--- config.mk ---
export PLATFORM = sky130hd
export DESIGN_NAME = stream_timeout_watchdog_top_flat
export DESIGN_NICKNAME = d
export VERILOG_FILES = /design/src/hw/rtl/stw_pkg.sv /design/src/hw/rtl/stw_ifs.sv /design/src/hw/rtl/stw_in_stage.sv /design/src/hw/rtl/stw_core.sv /design/src/hw/rtl/stw_out_stage.sv /design/src/hw/rtl/stream_timeout_watchdog_top.sv /design/src/flat_wrapper.sv
export SDC_FILE = /design/constraint.sdc
export NUM_CORES = 1
export LEC_CHECK = 0
export ABC_CLOCK_PERIOD_IN_PS = 6300
export BUFFER_PORTS_ARGS = -buffer_cell sky130_fd_sc_hd__buf_2
export CORE_MARGIN = 3
export CORE_UTILIZATION = 50
export DETAILED_ROUTE_END_ITERATION = 8
export PLACE_DENSITY = 0.71
export SLEW_MARGIN = 20
export SYNTH_ARGS = -nofsm -noshare
export SYNTH_HDL_FRONTEND = slang
export SYNTH_SLANG_ARGS = --single-unit
--- constraint.sdc ---
create_clock -name i_clk -period 6.3 [get_ports i_clk]
set_input_delay 1.26 -clock i_clk [delete_from_list [all_inputs] [get_ports i_clk]]
set_output_delay 1.26 -clock i_clk [all_outputs]
set_load 0.05 [all_outputs]
--- src/hw/rtl/stw_pkg.sv ---
// Shared types, codes and constants of the stream timeout watchdog.
package stw_pkg;

    localparam int TIME_BITS_DEF = 32;
    localparam int NOW_BITS      = 32;
    localparam int TMO_BITS      = 32;
    localparam int QUIET_BITS    = 32;
    localparam int CFG_IDX_BITS  = 2;
    localparam int CFG_DATA_BITS = 32;

    localparam logic [1:0] CMD_RESTART  = 2'd0;
    localparam logic [1:0] CMD_CHUNK    = 2'd1;
    localparam logic [1:0] CMD_EVALUATE = 2'd2;

    localparam logic [1:0] STATE_WAITING = 2'd0;
    localparam logic [1:0] STATE_RUNNING = 2'd1;
    localparam logic [1:0] STATE_HOLD    = 2'd2;
    localparam logic [1:0] STATE_ABORTED = 2'd3;

    localparam logic [CFG_IDX_BITS-1:0] REG_STREAM_TIMEOUT  = 2'd0;
    localparam logic [CFG_IDX_BITS-1:0] REG_HOLD_TIMEOUT    = 2'd1;
    localparam logic [CFG_IDX_BITS-1:0] REG_RESUME_ON_CHUNK = 2'd2;

    typedef enum logic [3:0] {
        MODE_WAITING = 4'b0001,
        MODE_RUNNING = 4'b0010,
        MODE_HOLD    = 4'b0100,
        MODE_ABORTED = 4'b1000
    } t_mode;

    typedef struct packed {
        logic [1:0]          command;
        logic [NOW_BITS-1:0] now;
    } t_item;

    typedef struct packed {
        logic [1:0]            stream_state;
        logic [QUIET_BITS-1:0] quiet_ticks;
    } t_result;

    typedef struct packed {
        logic                     we;
        logic [CFG_IDX_BITS-1:0]  idx;
        logic [CFG_DATA_BITS-1:0] data;
    } t_cfg_wr;

    function automatic logic [1:0] mode_code(t_mode m);
        logic [1:0] code;
        unique case (m)
            MODE_WAITING: code = STATE_WAITING;
            MODE_RUNNING: code = STATE_RUNNING;
            MODE_HOLD:    code = STATE_HOLD;
            MODE_ABORTED: code = STATE_ABORTED;
            default:      code = STATE_WAITING;
        endcase
        return code;
    endfunction

endpackage

--- src/hw/rtl/stw_ifs.sv ---
// Valid/ready stream interfaces for the watchdog input and result channels.
interface stw_in_if
    import stw_pkg::*;
();
    logic                valid;
    logic                ready;
    logic [1:0]          command;
    logic [NOW_BITS-1:0] now;

    modport source (output valid, output command, output now, input ready);
    modport sink   (input valid, input command, input now, output ready);
endinterface

interface stw_out_if
    import stw_pkg::*;
();
    logic                  valid;
    logic                  ready;
    logic [1:0]            stream_state;
    logic [QUIET_BITS-1:0] quiet_ticks;

    modport source (output valid, output stream_state, output quiet_ticks, input ready);
    modport sink   (input valid, input stream_state, input quiet_ticks, output ready);
endinterface

--- src/hw/rtl/stw_in_stage.sv ---
// Input register stage: captures one command transaction per cycle while o_ready is high.
module stw_in_stage
    import stw_pkg::*;
(
    input  logic  i_clk,
    input  logic  i_rst_n,
    input  logic  i_valid,
    output logic  o_ready,
    input  t_item i_item,
    output logic  o_valid,
    input  logic  i_take,
    output t_item o_item
);

    logic  r_valid;
    t_item r_item;

    assign o_ready = !r_valid || i_take;
    assign o_valid = r_valid;
    assign o_item  = r_item;

    always_ff @(posedge i_clk) begin
        if (!i_rst_n) begin
            r_valid <= 1'b0;
        end else if (o_ready) begin
            r_valid <= i_valid;
        end
    end

    always_ff @(posedge i_clk) begin
        if (o_ready && i_valid) begin
            r_item <= i_item;
        end
    end

endmodule

--- src/hw/rtl/stw_core.sv ---
// Watchdog state, configuration registers and next-state/result logic.
module stw_core
    import stw_pkg::*;
#(
    parameter int TIME_BITS = TIME_BITS_DEF
) (
    input  logic    i_clk,
    input  logic    i_rst_n,
    input  t_cfg_wr i_cfg,
    input  logic    i_fire,
    input  t_item   i_item,
    output t_result o_result
);

    localparam int CW = (TIME_BITS > TMO_BITS) ? TIME_BITS : TMO_BITS;

    logic [TMO_BITS-1:0]  r_stream_tmo;
    logic [TMO_BITS-1:0]  r_hold_tmo;
    logic                 r_resume;

    t_mode                r_mode,       n_mode;
    logic [TIME_BITS-1:0] r_start,      n_start;
    logic [TIME_BITS-1:0] r_last,       n_last;
    logic                 r_seen,       n_seen;
    logic [TIME_BITS-1:0] r_hold_start, n_hold_start;

    logic [TIME_BITS-1:0] now_t;
    logic [TIME_BITS-1:0] ref_t;
    logic [TIME_BITS-1:0] quiet_t;
    logic                 stream_expired;
    logic                 hold_expired;

    function automatic logic [TIME_BITS-1:0] elapsed(logic [TIME_BITS-1:0] now,
                                                    logic [TIME_BITS-1:0] base);
        return (now >= base) ? (now - base) : '0;
    endfunction

    assign now_t = TIME_BITS'(i_item.now);
    assign ref_t = r_seen ? r_last : r_start;
    assign stream_expired = CW'(elapsed(now_t, ref_t)) > CW'(r_stream_tmo);
    assign hold_expired   = (r_hold_tmo != '0) &&
                            (CW'(elapsed(now_t, r_hold_start)) > CW'(r_hold_tmo));

    always_comb begin
        n_mode       = r_mode;
        n_start      = r_start;
        n_last       = r_last;
        n_seen       = r_seen;
        n_hold_start = r_hold_start;
        unique case (i_item.command)
            CMD_RESTART: begin
                n_mode       = MODE_WAITING;
                n_start      = now_t;
                n_last       = now_t;
                n_seen       = 1'b0;
                n_hold_start = now_t;
            end
            CMD_CHUNK: begin
                n_last = now_t;
                n_seen = 1'b1;
                if (r_mode == MODE_WAITING || (r_mode == MODE_HOLD && r_resume)) begin
                    n_mode = MODE_RUNNING;
                end
            end
            CMD_EVALUATE: begin
                if (r_stream_tmo != '0) begin
                    if ((r_mode == MODE_WAITING || r_mode == MODE_RUNNING) &&
                        stream_expired) begin
                        n_mode       = MODE_HOLD;
                        n_hold_start = now_t;
                    end else if (r_mode == MODE_HOLD && hold_expired) begin
                        n_mode = MODE_ABORTED;
                    end
                end
            end
            default: begin
            end
        endcase
    end

    assign quiet_t = n_seen ? elapsed(now_t, n_last) : '0;

    always_comb begin
        o_result.stream_state = mode_code(n_mode);
        if (CW'(quiet_t) > CW'({QUIET_BITS{1'b1}})) begin
            o_result.quiet_ticks = {QUIET_BITS{1'b1}};
        end else begin
            o_result.quiet_ticks = QUIET_BITS'(quiet_t);
        end
    end

    always_ff @(posedge i_clk) begin
        if (!i_rst_n) begin
            r_stream_tmo <= '0;
            r_hold_tmo   <= '0;
            r_resume     <= 1'b0;
        end else if (i_cfg.we) begin
            unique case (i_cfg.idx)
                REG_STREAM_TIMEOUT:  r_stream_tmo <= TMO_BITS'(i_cfg.data);
                REG_HOLD_TIMEOUT:    r_hold_tmo   <= TMO_BITS'(i_cfg.data);
                REG_RESUME_ON_CHUNK: r_resume     <= i_cfg.data[0];
                default: begin
                end
            endcase
        end
    end

    always_ff @(posedge i_clk) begin
        if (!i_rst_n) begin
            r_mode       <= MODE_WAITING;
            r_start      <= '0;
            r_last       <= '0;
            r_seen       <= 1'b0;
            r_hold_start <= '0;
        end else if (i_fire) begin
            r_mode       <= n_mode;
            r_start      <= n_start;
            r_last       <= n_last;
            r_seen       <= n_seen;
            r_hold_start <= n_hold_start;
        end
    end

endmodule

--- src/hw/rtl/stw_out_stage.sv ---
// Output register stage: holds one result transaction until the sink takes it.
module stw_out_stage
    import stw_pkg::*;
(
    input  logic    i_clk,
    input  logic    i_rst_n,
    input  logic    i_valid,
    output logic    o_ready,
    input  t_result i_result,
    output logic    o_valid,
    input  logic    i_ready,
    output t_result o_result
);

    logic    r_valid;
    t_result r_result;

    assign o_ready  = !r_valid || i_ready;
    assign o_valid  = r_valid;
    assign o_result = r_result;

    always_ff @(posedge i_clk) begin
        if (!i_rst_n) begin
            r_valid <= 1'b0;
        end else if (o_ready) begin
            r_valid <= i_valid;
        end
    end

    always_ff @(posedge i_clk) begin
        if (o_ready && i_valid) begin
            r_result <= i_result;
        end
    end

endmodule

--- src/hw/rtl/stream_timeout_watchdog_top.sv ---
// Stream timeout watchdog: command transactions in, one mode/quiet-time result out each.
//
// Channels: s_in carries a command (restart, chunk, evaluate) and a tick
// timestamp; m_out returns the mode after the command and the ticks since
// the last chunk. Both are valid/ready; a transaction moves when both are high.
// Configuration: i_cfg_we writes i_cfg_data to register i_cfg_idx
// (0 stream timeout, 1 hold timeout, 2 resume on chunk) at the clock edge.
// Path: an accepted command is held in the input register, the core forms its
// result from it, and the result register holds that result for m_out.
// Throughput: one transaction per cycle while m_out does not hold off; state
// update and result are formed by compare/subtract logic between the two registers.
// Stall: while m_out is held off, the result register keeps its data, the
// input register keeps one more command, and s_in.ready drops only when both
// are full.
// Reset (synchronous, i_rst_n low): no results pending, mode waiting for the
// first chunk, all times, flags and configuration registers cleared.
module stream_timeout_watchdog_top
    import stw_pkg::*;
#(
    parameter int TIME_BITS = TIME_BITS_DEF
) (
    input  logic                     i_clk,
    input  logic                     i_rst_n,
    input  logic                     i_cfg_we,
    input  logic [CFG_IDX_BITS-1:0]  i_cfg_idx,
    input  logic [CFG_DATA_BITS-1:0] i_cfg_data,
    stw_in_if.sink                   s_in,
    stw_out_if.source                m_out
);

    t_item   in_item;
    t_item   st_item;
    t_result core_res;
    t_result out_res;
    t_cfg_wr cfg;
    logic    st_valid;
    logic    out_ready;
    logic    fire;
    logic    in_ready;
    logic    out_valid;

    assign in_item.command = s_in.command;
    assign in_item.now     = s_in.now;
    assign s_in.ready      = in_ready;

    assign cfg.we   = i_cfg_we;
    assign cfg.idx  = i_cfg_idx;
    assign cfg.data = i_cfg_data;

    assign fire = st_valid && out_ready;

    stw_in_stage u_in (
        .i_clk   (i_clk),
        .i_rst_n (i_rst_n),
        .i_valid (s_in.valid),
        .o_ready (in_ready),
        .i_item  (in_item),
        .o_valid (st_valid),
        .i_take  (out_ready),
        .o_item  (st_item)
    );

    stw_core #(
        .TIME_BITS (TIME_BITS)
    ) u_core (
        .i_clk    (i_clk),
        .i_rst_n  (i_rst_n),
        .i_cfg    (cfg),
        .i_fire   (fire),
        .i_item   (st_item),
        .o_result (core_res)
    );

    stw_out_stage u_out (
        .i_clk    (i_clk),
        .i_rst_n  (i_rst_n),
        .i_valid  (st_valid),
        .o_ready  (out_ready),
        .i_result (core_res),
        .o_valid  (out_valid),
        .i_ready  (m_out.ready),
        .o_result (out_res)
    );

    assign m_out.valid        = out_valid;
    assign m_out.stream_state = out_res.stream_state;
    assign m_out.quiet_ticks  = out_res.quiet_ticks;

endmodule
--- src/flat_wrapper.sv ---
// flat-port wrapper written by rule: the top's interface ports become plain ports
module stream_timeout_watchdog_top_flat import stw_pkg::*;
#(
    parameter int TIME_BITS = TIME_BITS_DEF
)
  (i_clk, i_rst_n, i_cfg_we, i_cfg_idx, i_cfg_data, s_in_valid, s_in_command, s_in_now, s_in_ready, m_out_valid, m_out_stream_state, m_out_quiet_ticks, m_out_ready);
  stw_in_if s_in_i ();
  stw_out_if m_out_i ();
  input  logic i_clk;
  input  logic i_rst_n;
  input  logic i_cfg_we;
  input  logic [CFG_IDX_BITS-1:0] i_cfg_idx;
  input  logic [CFG_DATA_BITS-1:0] i_cfg_data;
  input wire logic [$bits(s_in_i.valid)-1:0] s_in_valid;
  input wire logic [$bits(s_in_i.command)-1:0] s_in_command;
  input wire logic [$bits(s_in_i.now)-1:0] s_in_now;
  output wire logic [$bits(s_in_i.ready)-1:0] s_in_ready;
  output wire logic [$bits(m_out_i.valid)-1:0] m_out_valid;
  output wire logic [$bits(m_out_i.stream_state)-1:0] m_out_stream_state;
  output wire logic [$bits(m_out_i.quiet_ticks)-1:0] m_out_quiet_ticks;
  input wire logic [$bits(m_out_i.ready)-1:0] m_out_ready;
  assign s_in_i.valid = s_in_valid;
  assign s_in_i.command = s_in_command;
  assign s_in_i.now = s_in_now;
  assign s_in_ready = s_in_i.ready;
  assign m_out_valid = m_out_i.valid;
  assign m_out_stream_state = m_out_i.stream_state;
  assign m_out_quiet_ticks = m_out_i.quiet_ticks;
  assign m_out_i.ready = m_out_ready;
  stream_timeout_watchdog_top #(.TIME_BITS(TIME_BITS)) u_core (.i_clk(i_clk), .i_rst_n(i_rst_n), .i_cfg_we(i_cfg_we), .i_cfg_idx(i_cfg_idx), .i_cfg_data(i_cfg_data), .s_in(s_in_i), .m_out(m_out_i));
endmodule
Word-level counts from Yosys, hierarchy flattened:

Cells that the tools add are included.

* register bits: 236
* bits of input ports: 73
* logic and storage cells: 74

* $add $sub $neg: 3
* magnitude comparators: 6
* equal/unequal tests: 12
* multiplexer cells: 16
* reductions and logical operators: 23

Operators with widths (count)
* $mux W32: 8
* $ge A32 B32 Y1: 3
* $sub A32 B32 Y32: 3
* $gt A32 B32 Y1: 2
* $pmux W32 S2: 1
* $reduce_bool A32 Y1: 2
* $gt A32 B32 Y1 const B: 1
* $mux W4: 4
* $pmux W4 S3: 1
* $eq A4 B2 Y1 const B: 2
* $eq A4 B3 Y1 const B: 2
* $reduce_and A2 Y1: 4
* $logic_and A1 B1 Y1: 6
* $pmux W2 S3: 1
* $eq A2 B1 Y1 const B: 2
* $eq A2 B2 Y1 const B: 2
* $eq A4 B1 Y1 const B: 1
* $eq A4 B4 Y1 const B: 1
* $logic_not A2 Y1: 2
* $logic_or A1 B1 Y1: 4
* $ne A2 B2 Y1 const B: 2
* $reduce_and A4 Y1: 1
* $logic_not A1 Y1: 2
* $pmux W1 S2: 1
* other kinds (2): 2

Depth between registers and ports, before layout:

Gate-level depths: netlist of the first run.

* depth after elaboration: 11
* mapped depth: 27

Cells and area by module:

From an unflattened synthesis of the first run, not the netlist that was laid out.

* cell total of the unflattened synthesis: 1925
* area total of the unflattened synthesis: 15855.2 um^2

By module, submodules not included
* stw_core: instances 1, cells each 1846, area an instance 13691.9 um^2
* stw_in_stage: instances 1, cells each 39, area an instance 1078.5 um^2
* stw_out_stage: instances 1, cells each 39, area an instance 1078.5 um^2
* stream_timeout_watchdog_top: instances 1, cells each 1, area an instance 6.3 um^2

Worst setup path after synthesis of the first run:

Ideal clock, no wire load.

* path type: register -> register
* start: register u_core.u_core.r_seen
* end: register u_core.u_core.r_hold_start[10]
* arrival time: 6085 ps
* required time: 6184 ps
* setup slack: 99 ps
* cell stages (with the launch flop): 27
* path buffers: 4
* path through: dfxtp_1 clkbuf_1 buf_1 mux2i_1 ha_1 a211oi_1 o21ai_0 a21oi_1 nor2_1 a31oi_1 o31ai_1 a311oi_1 o211a_1 clkbuf_1 nor2_1 ha_1 a211o_1 a21oi_1 o211a_1 o221ai_1 a2111oi_0 nor3_1 o21bai_1 nand2_1 buf_4 mux2i_1 nor2b_1

* cells in the longest elaborated chain, start to end: 7
* elaborated cells between the ends (all ways): 8
* classes of those cells: add/sub (1); order compare (2); eq/ne (1); mux (2); reduce/logical (2)

Ends and longest elaborated chain
* start, declared: RTL line stw_core.sv:24 `logic r_seen, n_seen;`
* start signal, assigned: RTL line stw_core.sv:119 `r_seen <= n_seen;`
* $mux W32 *: RTL line stw_core.sv:39 `assign ref_t = r_seen ? r_last : r_start;`
* $sub A32 B32 Y32 / $ge A32 B32 Y1 (equally long branches): RTL line stw_core.sv:35 `return (now >= base) ? (now - base) : '0;`
* $mux W32 *: RTL line stw_core.sv:35
* $gt A32 B32 Y1 *: RTL line stw_core.sv:40 `assign stream_expired = CW'(elapsed(now_t, ref_t)) > CW'(r_stream_tmo);`
* $logic_and A1 B1 Y1 *: RTL line stw_core.sv:67 `if ((r_mode == MODE_WAITING || r_mode == MODE_RUNNING) &&`
* $ne A2 B2 Y1 (no source line) *
* $reduce_and A4 Y1 (no source line) *
* end signal, assigned: RTL line stw_core.sv:120 `r_hold_start <= n_hold_start;`
* end, declared: RTL line stw_core.sv:25 `logic [TIME_BITS-1:0] r_hold_start, n_hold_start;`

Every way passes the cells marked *; elsewhere a longest branch is shown, timed or not.
A chain may end at the register's enable or synchronous reset.

Final worst setup path of the first run:

* start: register u_core.u_in.r_item, in the netlist u_core.u_in.o_item[0]
* end: register u_core.u_core.r_hold_start[30]

* cells in the longest elaborated chain, start to end: 6
* elaborated cells between the ends (all ways): 7
* classes of those cells: add/sub (1); order compare (2); eq/ne (1); mux (1); reduce/logical (2)

Ends and longest elaborated chain
* start, declared: RTL line stw_in_stage.sv:16 `t_item r_item;`
* start signal, assigned: RTL line stw_in_stage.sv:32 `r_item <= i_item;`
* $sub A32 B32 Y32 / $ge A32 B32 Y1 (equally long branches): RTL line stw_core.sv:35
* $mux W32 *: RTL line stw_core.sv:35
* $gt A32 B32 Y1 *: RTL line stw_core.sv:40
* $logic_and A1 B1 Y1 *: RTL line stw_core.sv:67
* $ne A2 B2 Y1 (no source line) *
* $reduce_and A4 Y1 (no source line) *

Marked as above.

==> flow_summary.ini, run 1 <==
[run_status]
status = finished clean

[synthesis]
synth_edf_count = 68
synth-seq-cells = 236
synth_top_area_cell = dfxtp_1
synth_area_sq_um = 15900
synth.area.top_cells = dfxtp_1, edfxtp_1, ha_1, nand2_1, mux2i_1
synth-xor-area-share_pct = 4.24
syn_inst = 1846
synth_ff_type = dfxtp_1
synth.distinct_cells = 75
synthDominantCellAreaShare_pct = 21.1
muxShareOfSynthArea_pct = 6.19
yosys.area_share.adder_pct = 13.0
synth_warnings = 0
synth_simple_gate_area_share_pct = 17.6
synth-compound-area-share_pct = 20.3
syn_nets = 2082
ys_seq_area_share_pct = 34.0
synth_top_family_by_area = compound AO/OA/AOI/OAI gates
avgSynthCellArea_sq_um = 8.62
postSynth.asyncResetShare_pct = 0

[hold_path]
worstHoldStart = u_core.u_core.r_start[15]
whs_path_depth = 2
min_path_type = register to register
min_to = u_core.u_core.r_start[15]

[critical_path]
reg2reg_slack_ps = 210
max_stage_delay_ps = 430
startpoint_type = register
crit_arrival_ps = 6560
critPathLaunch = u_core.u_in.o_item[0]
cp.required_ps = 6770
critPathMaxFanout = 32
r2r-end = u_core.u_core.r_hold_start[30]
crit_slowest_cell = fa_1
end_kind = register
regToRegStartpoint = u_core.u_in.o_item[0]
path_class = register to register
worst_r2r_path_depth = 27

[global_routing]
track_usage_pct = 24.4
grt_pass1_wl_microns = 67500
antenna_found_initial = 1
grt_max_degree = 93
grt_pass1_vias = 13200
overflow = 0

[final_layout]
fin_util_pct = 58.1
final_cells = 2357
nets = 2176
drive_above_1_share_pct = 11.6
diodes = 0
syn2layout_area_growth_pct = 13.2

[clock_network]
ctsHoldBuffers = 0
cts.sinks = 236
clkTransAtPathRegs_ps = 70
cts_root_buf = clkbuf_16
cts_tree = done
clk_latency_ps = 570
cts_buffers = 27
cts_max_level = 1
clockBufferDepth = 3

[placed_design]
placed_cells = 2302
io_buffers = 108
hpwl_microns = 32100
gp_congestion = 0.908

[pwr]
swShare_pct = 32.7
pwr-share-clk_pct = 35.4
p_per_area_nw_per_um2 = 253
irDropWorstVdd_mv = 0.250
power_switching_mw = 1.49
p_leak_nw = 7.55
p_seq_share_pct = 37.4
internal-power_mw = 3.07
power_mw = 4.56
power_frac_comb_pct = 27.2

[run]
max_cap_violations = 0

[floorplan]
die-area_sq_um = 34000
die_w_microns = 184
start_util_pct = 51.3
ios = 109
die_h_microns = 184
num_rows = 64
coreArea_sq_um = 31000

[timing]
slew_violations = 0
fmax_mhz = 164
finalCritPeriodShare_pct = 96.7
min_period_ps = 6090
finalSetupViolCount = 0
maxSlewHeadroom_pct = 28.7
clock_skew_ps = 15.4
worstMarginPinSlew_ps = 1070
hold_violations = 0

[route]
ant_nets = 0
vias = 13600
drt_iter0_markers = 1058
drt-total-wl_microns = 43000
drt_first_pass_iters = 7
remaining_drc_errors = 0
viasPerCell = 5.78
wl_per_cell_microns = 18.2
[through the flow]
step / TNS (ps) / instance area, sq um / setup WS, ps / hold WS, ps
after floorplan: 0 / 15900 / 98.8 / 441
after global placement: 0 / 16900 / 261 / 450
after detailed placement: -2410 / 16900 / -110 / 457
after CTS: 0 / 17800 / 37.1 / 466
after global routing: -567 / 18000 / -72.9 / 486
final: 0 / 18000 / 207 / 464
[repair_timing]
action / in CTS / in global routing
cloned: 0 / 3
endpoints found under the setup margin: 33 / 35
gates resized for setup: 3 / 20
pin swaps: 0 / 4
buffers inserted: 0 / 2
[critical path: cells and delay by family, from the launching register on]
| family | cells | cell delay [ps] |
|---|---|---|
| AO/OA/AOI/OAI | 13 | 3090 |
| multiplexers | 1 | 210 |
| AND/OR/NAND/NOR | 5 | 490 |
| adder cells (fa/ha/maj) | 3 | 930 |
| buffers and inverters | 5 | 840 |
| flip-flops | 1 | 420 |
[synth_stat cells, types with 7 or more instances]
cell      number
edfxtp_1      68
o211ai_1       8
nor3_1        26
mux2i_1       95
o21a_1        15
o31ai_1        7
nand2_1      269
a21boi_0     100
nand4_1       28
nor2b_1       52
nor4_1        24
ha_1         160
clkbuf_1      59
a21o_1        63
o21ai_0       52
inv_1        124
or2_2          7
a211oi_1      10
o21bai_1      14
or3_1          8
xor2_1        32
a31oi_1       12
and3_1         8
a21oi_1       99
nor2_1       135
xnor2_1       45
o211a_1       33
nand3_1       23
buf_1          7
dfxtp_1      168
nand2b_1      10
[kinds of logic after synthesis]
kind of cell / Yosys count
simple gates: 614
compound gates: 461
flops: 236
buf+inv: 197
fa+ha+maj: 163
mux: 98
xor+xnor: 77
[flip-flops by register name (all words and copies together) (netlist names)]
name / cells
u_core.u_core.r_hold_start: 32
u_core.u_core.r_last: 32
u_core.u_core.r_hold_tmo: 32
u_core.u_core.r_mode: 4
u_core.u_core.r_resume: 1
u_core.u_core.r_seen: 1
u_core.u_out.o_result: 34
u_core.u_core.r_start: 32
u_core.u_in.o_item: 34
u_core.u_out.o_valid: 1
u_core.u_in.o_valid: 1
u_core.u_core.r_stream_tmo: 32
[power groups by stage]
stage                     clock network (mW)  registers (mW)  logic [mW]
after global placement                     0            1.74        1.17
after floorplan                            0            1.76       0.850
after CTS                               1.65            1.71        1.20
final                                   1.62            1.71        1.24
after global routing                    1.72            1.71        1.38
after detailed placement                   0            1.74        1.19
[layout make-up]
cell class	instances	area, sq um
sequential	236	5410
multi-input combinational	1413	9860
clock inverter	18	153
fill	2771	13000
tap	396	495
timing repair buffer	137	857
inverter	125	470
clock buffer	32	767
[per-layer routing]
metal / track usage (%) / vias up / share of wire, %
li1: - / 6758 / -
met1: 31.9 / 6396 / 44
met2: 41.7 / 358 / 48
met3: 3.41 / 104 / 5.1
met4: 7.53 / 2 / 3.2
met5: 0 / - / 0.030
[cells in the final DEF (no fill, tap or decap), types with 9 or more instances in the layout]
| master | count |
|---|---|
| nand4_1 | 28 |
| a21boi_0 | 100 |
| dfxtp_1 | 167 |
| edfxtp_1 | 68 |
| a211oi_1 | 9 |
| nor4_1 | 24 |
| inv_1 | 124 |
| o21bai_1 | 13 |
| mux2i_1 | 95 |
| buf_2 | 107 |
| nand3_1 | 23 |
| nand2_1 | 268 |
| nor2b_1 | 52 |
| ha_1 | 160 |
| o21ai_0 | 51 |
| xnor2_1 | 45 |
| clkbuf_16 | 31 |
| nor2_1 | 134 |
| xor2_1 | 32 |
| buf_4 | 22 |
| nand2b_1 | 10 |
| a21o_1 | 63 |
| a21oi_1 | 96 |
| nor3_1 | 24 |
| a31oi_1 | 11 |
| o21a_1 | 15 |
| o211a_1 | 33 |
[how the worst max path moves through the flow]
stage | to | slack, ps | depth (start not counted)
3_5_place_dp | u_core.u_core.r_hold_start[7] | -110 | 27
4_1_cts | u_core.u_core.r_hold_start[3] | 40 | 27
6_report | u_core.u_core.r_hold_start[30] | 210 | 27
2_1_floorplan | u_core.u_core.r_hold_start[10] | 100 | 26
3_3_place_gp | u_core.u_core.r_hold_start[2] | 260 | 27
5_1_grt | u_core.u_core.r_hold_start[30] | -70 | 27
No activity file was read; power rests on OpenSTA's default activity.
==> run 2, diff against run 1 <==
--- a/config.mk
+++ b/config.mk
@@ -7,10 +7,13 @@
 export LEC_CHECK = 0
 export ABC_CLOCK_PERIOD_IN_PS = 6300
 export BUFFER_PORTS_ARGS = -buffer_cell sky130_fd_sc_hd__buf_2
+export CORE_ASPECT_RATIO = 0.7
 export CORE_MARGIN = 3
 export CORE_UTILIZATION = 50
 export DETAILED_ROUTE_END_ITERATION = 8
+export GPL_TIMING_DRIVEN = 0
 export PLACE_DENSITY = 0.71
+export SKIP_LAST_GASP = 1
 export SLEW_MARGIN = 20
 export SYNTH_ARGS = -nofsm -noshare
 export SYNTH_HDL_FRONTEND = slang
==> flow_summary.ini, run 2 (synthesis gave the netlist of run 1 again) <==
[pwr]
p_leak_nw = 7.62
p_per_area_nw_per_um2 = 249
power_frac_comb_pct = 28.8
irDropWorstVdd_mv = 0.178
p_seq_share_pct = 37.2
swShare_pct = 33.0
pwr-share-clk_pct = 34.0
power_switching_mw = 1.51
internal-power_mw = 3.07

[final_layout]
syn2layout_area_growth_pct = 15.6
nets = 2238
drive_above_1_share_pct = 12.3
final_area_sq_um = 18400
final_common_cell = nand2_1
fillers = 2786
final_cell_mix = nand2_1, dfxtp_1, ha_1

[critical_path]
end_kind = register
cp.required_ps = 6740
worst_r2r_path_depth = 26
startpoint_type = register
critPathMaxFanout = 10
regToRegStartpoint = u_core.u_in.o_item[0]
reg2reg_slack_ps = 190
path_class = register to register
r2r-end = u_core.u_core.r_hold_start[10]
crit_arrival_ps = 6550

[hold_path]
min_to = u_core.u_core.r_start[6]
worstHoldStart = u_core.u_core.r_start[6]
min_path_type = register to register
whs_path_depth = 2

[placed_design]
place_area_sq_um = 17000
hpwl_microns = 35400
io_buffers = 107
gp_congestion = 0.943

[clock_network]
cts_tree = done
clkTransAtPathRegs_ps = 60
cts_root_buf = clkbuf_16
clockBufferDepth = 3
cts_max_level = 1
clk_latency_ps = 550
cts.sinks = 236
cts_buffers = 26

[timing]
clock_skew_ps = 9.35
finalSetupViolCount = 0
maxSlewHeadroom_pct = 36.8
fmax_mhz = 164
slew_violations = 0
min_period_ps = 6110
fin_hold_ws_ps = 462
worstMarginPinSlew_ps = 941
hold_violations = 0
finalCritPeriodShare_pct = 97.0

[route]
ant_nets = 0
drt_first_pass_iters = 5
wl_per_cell_microns = 18.7
remaining_drc_errors = 0
vias = 14000
viasPerCell = 5.77
drt-total-wl_microns = 45500
drt_iter0_markers = 1234

[floorplan]
die-area_sq_um = 34000
num_rows = 53
die_h_microns = 155
die_w_microns = 219
start_util_pct = 51.9
ios = 109
coreArea_sq_um = 30600

[run_status]
status = finished clean

[global_routing]
grt_pass1_wl_microns = 70700
antenna_found_initial = 0
overflow = 0
track_usage_pct = 26.1
grt_pass1_vias = 13300
grt_max_degree = 30

[run]
max_cap_violations = 0
==> run 2: per-stage QoR <==
stage	setup slack, ps	setup TNS, ps	instances	util (%)	total power, mW
after global routing	-68.0	-1060	2434	60.0	4.81
after CTS	0.658	0	2422	59.0	4.54
after detailed placement	-2260	-81820	2367	55.5	2.94
after global placement	-2550	-93120	2365	55.4	2.91
final	189	0	2435	60.0	4.58
after floorplan	98.8	0	1846	-	2.61
==> run 2: worst max-delay path, cell delays in order (launching register included) <==
cell and delay [ps]:
edfxtp_1 470, inv_2 140, ha_1 180, inv_1 60
fa_2 370, a211oi_2 300, o21ai_2 130, a21oi_2 290
nor2_2 110, a31oi_4 260, o31ai_4 110, a311oi_2 410
o211a_4 280, buf_6 190, nor2_1 80, ha_1 330
a211o_1 280, a21oi_1 140, o211a_1 210, o221ai_4 170
a2111oi_4 490, nor3_1 110, o21bai_4 230, nand2_4 180
buf_6 200, mux2i_1 190, nor2b_1 60
==> run 2: power groups by stage <==
| stage | sequential [mW] | combinational (mW) | clock [mW] |
|---|---|---|---|
| floorplan | 1.76 | 0.850 | 0 |
| global placement | 1.74 | 1.17 | 0 |
| detailed placement | 1.74 | 1.20 | 0 |
| CTS | 1.70 | 1.25 | 1.58 |
| global route | 1.71 | 1.45 | 1.64 |
| finish | 1.70 | 1.32 | 1.56 |
==> run 2: metal layers <==
layer  global-route usage [%]  vias to the layer above  part of all wire [%]
met2                     39.0                      378                    42
met4                     5.37                        0                   1.8
met5                        0                        -                     0
met1                     39.5                     6726                    49
met3                     4.71                       60                   7.3
li1                         -                     6875                     -
==> run 2: how the worst max path moves through the flow <==
stage | from | slack (ps) | cells after the start | to
after global placement | u_core.u_core.r_seen | -2550 | 26 | u_core.u_core.r_hold_start[5]
after detailed placement | u_core.u_core.r_seen | -2260 | 26 | u_core.u_core.r_hold_start[14]
after CTS | u_core.u_in.o_item[0] | 0.7 | 26 | u_core.u_core.r_hold_start[27]
after global routing | u_core.u_core.r_seen | -70 | 25 | u_core.u_core.r_hold_start[6]
final | u_core.u_in.o_item[0] | 190 | 26 | u_core.u_core.r_hold_start[10]
after floorplan | u_core.u_core.r_seen | 100 | 26 | u_core.u_core.r_hold_start[10]
==> run 2: final cells by class <==
type / count / area, sq um / share of cell area (%)
plain buffers: 69 / 335 / 1.82
repair buffers: 131 / 741 / 4.03
clock inverters: 13 / 130 / 0.708
multi-input cells: 1413 / 10100 / 54.7
inverters: 125 / 469 / 2.55
diodes: 1 / 2.50 / 0.0136
clock buffers: 35 / 726 / 3.95
flip-flops and latches: 236 / 5410 / 29.4
well taps: 412 / 515 / 2.80
==> run 2: what timing repair did <==
item,4_1_cts,5_1_grt
resized for setup,43,47
setup endpoints to repair,38,69
buffers inserted,8,14
pin swaps,4,10
hold buffers,0,0
==> run 3, diff against run 2 <==
--- a/config.mk
+++ b/config.mk
@@ -8,7 +8,7 @@
 export ABC_CLOCK_PERIOD_IN_PS = 6300
 export BUFFER_PORTS_ARGS = -buffer_cell sky130_fd_sc_hd__buf_2
 export CORE_ASPECT_RATIO = 0.7
-export CORE_MARGIN = 3
+export CORE_MARGIN = 4
 export CORE_UTILIZATION = 50
 export DETAILED_ROUTE_END_ITERATION = 8
 export GPL_TIMING_DRIVEN = 0
==> flow_summary.ini, run 3 (synthesis gave the netlist of run 1 again) <==
[clock_network]
cts_tree = done
clk_latency_ps = 570
cts_max_level = 1
ctsHoldBuffers = 0
cts_root_buf = clkbuf_16
clkTransAtPathRegs_ps = 60
clockBufferDepth = 3
cts.sinks = 236
cts_buffers = 25

[final_layout]
diodes = 0
nets = 2237
syn2layout_area_growth_pct = 15.0
drive_above_1_share_pct = 12.1
final_common_cell = nand2_1
final_area_sq_um = 18300
final_cell_mix = nand2_1, dfxtp_1, ha_1
fin_util_pct = 58.5

[placed_design]
gp_congestion = 0.931
io_buffers = 107
hpwl_microns = 35600
place_area_sq_um = 17000

[pwr]
p_per_area_nw_per_um2 = 246
p_leak_nw = 7.59
irDropWorstVdd_mv = 0.170

[timing]
maxSlewHeadroom_pct = 37.4
grt_setup_unrepaired = true
fmax_mhz = 163
slew_violations = 0
clock_skew_ps = 32.1
hold_violations = 0
worstMarginPinSlew_ps = 931
finalSetupViolCount = 0
min_period_ps = 6130
finalCritPeriodShare_pct = 97.3

[route]
drt_first_pass_iters = 6
viasPerCell = 5.78
vias = 14100
drt_iter0_markers = 1116
remaining_drc_errors = 0
drt-total-wl_microns = 45600
wl_per_cell_microns = 18.7
ant_nets = 0

[critical_path]
max_stage_delay_ps = 520
path_class = register to register
critPathTopFamily = compound AO/OA/AOI/OAI gates
critPathMaxFanout = 10
cp.required_ps = 6750
crit_arrival_ps = 6580
startpoint_type = register
end_kind = register
crit_slowest_cell = a2111oi_4
worst-path-buf-inv = 4

[global_routing]
grt_max_degree = 29
grt_pass1_wl_microns = 70500
antenna_found_initial = 1
grt_pass1_vias = 13100
track_usage_pct = 25.0
overflow = 0

[floorplan]
ios = 109
num_rows = 54
die_w_microns = 221
start_util_pct = 50.9
die-area_sq_um = 34800
coreArea_sq_um = 31300
die_h_microns = 157

[run]
max_cap_violations = 0

[run_status]
status = finished clean

[hold_path]
min_path_type = register to register
run 3: worst min-delay path, cell delays in order (launching register included):
cell and delay, ps:
dfxtp_1 310, nand2_1 50, a21boi_0 60
run 3: stage by stage:
step,setup slack [ps],TNS (ps),cells,hold slack [ps],power (mW)
after floorplan,98.8,0,1846,441,2.61
after global placement,-2260,-81970,2373,449,2.91
after detailed placement,-2370,-85260,2375,456,2.94
after CTS,-33.8,-226,2425,464,4.48
after global routing,-76.6,-405,2439,485,4.72
final,169,0,2439,464,4.51
run 3: worst paths after layout:
path	depth (start not counted)	slack [ps]	start	to
worst max-delay path	26	170	u_core.u_in.o_item[0]	u_core.u_core.r_hold_start[14]
worst min register to register	2	460	u_core.u_core.r_start[4]	u_core.u_core.r_start[4]
worst max register to register	26	170	u_core.u_in.o_item[0]	u_core.u_core.r_hold_start[14]
worst min-delay path	2	460	u_core.u_core.r_start[4]	u_core.u_core.r_start[4]
run 3: power by group:
group          total, mW  switching (mW)  internal [mW]
logic               1.30           0.770          0.528
clock network       1.51           0.650          0.856
registers           1.70          0.0658           1.64
run 3: what timing repair did:
action / in CTS / in global routing
setup endpoints to repair: 38 / 66
setup buffers: 6 / 14
gates resized for setup: 34 / 46
pin swaps: 6 / 6
run 3: routing by layer:
layer | up-vias | global-route usage (%) | share of wire [%]
li1 | 6863 | - | -
met1 | 6787 | 37.8 | 48
met2 | 389 | 38.4 | 43
met3 | 52 | 4.16 | 7.2
met4 | 2 | 4.19 | 1.7
met5 | - | 0 | 0.026
run 3: area by class of cell:
class                      count  area (sq um)
timing repair buffer         129           726
multi-input combinational   1413         10000
inverter                     125           469
fill                        2794         13000
sequential                   236          5410
clock inverter                11           118
clock buffer                  34           694
tap                          420           526
buffer                        71           337
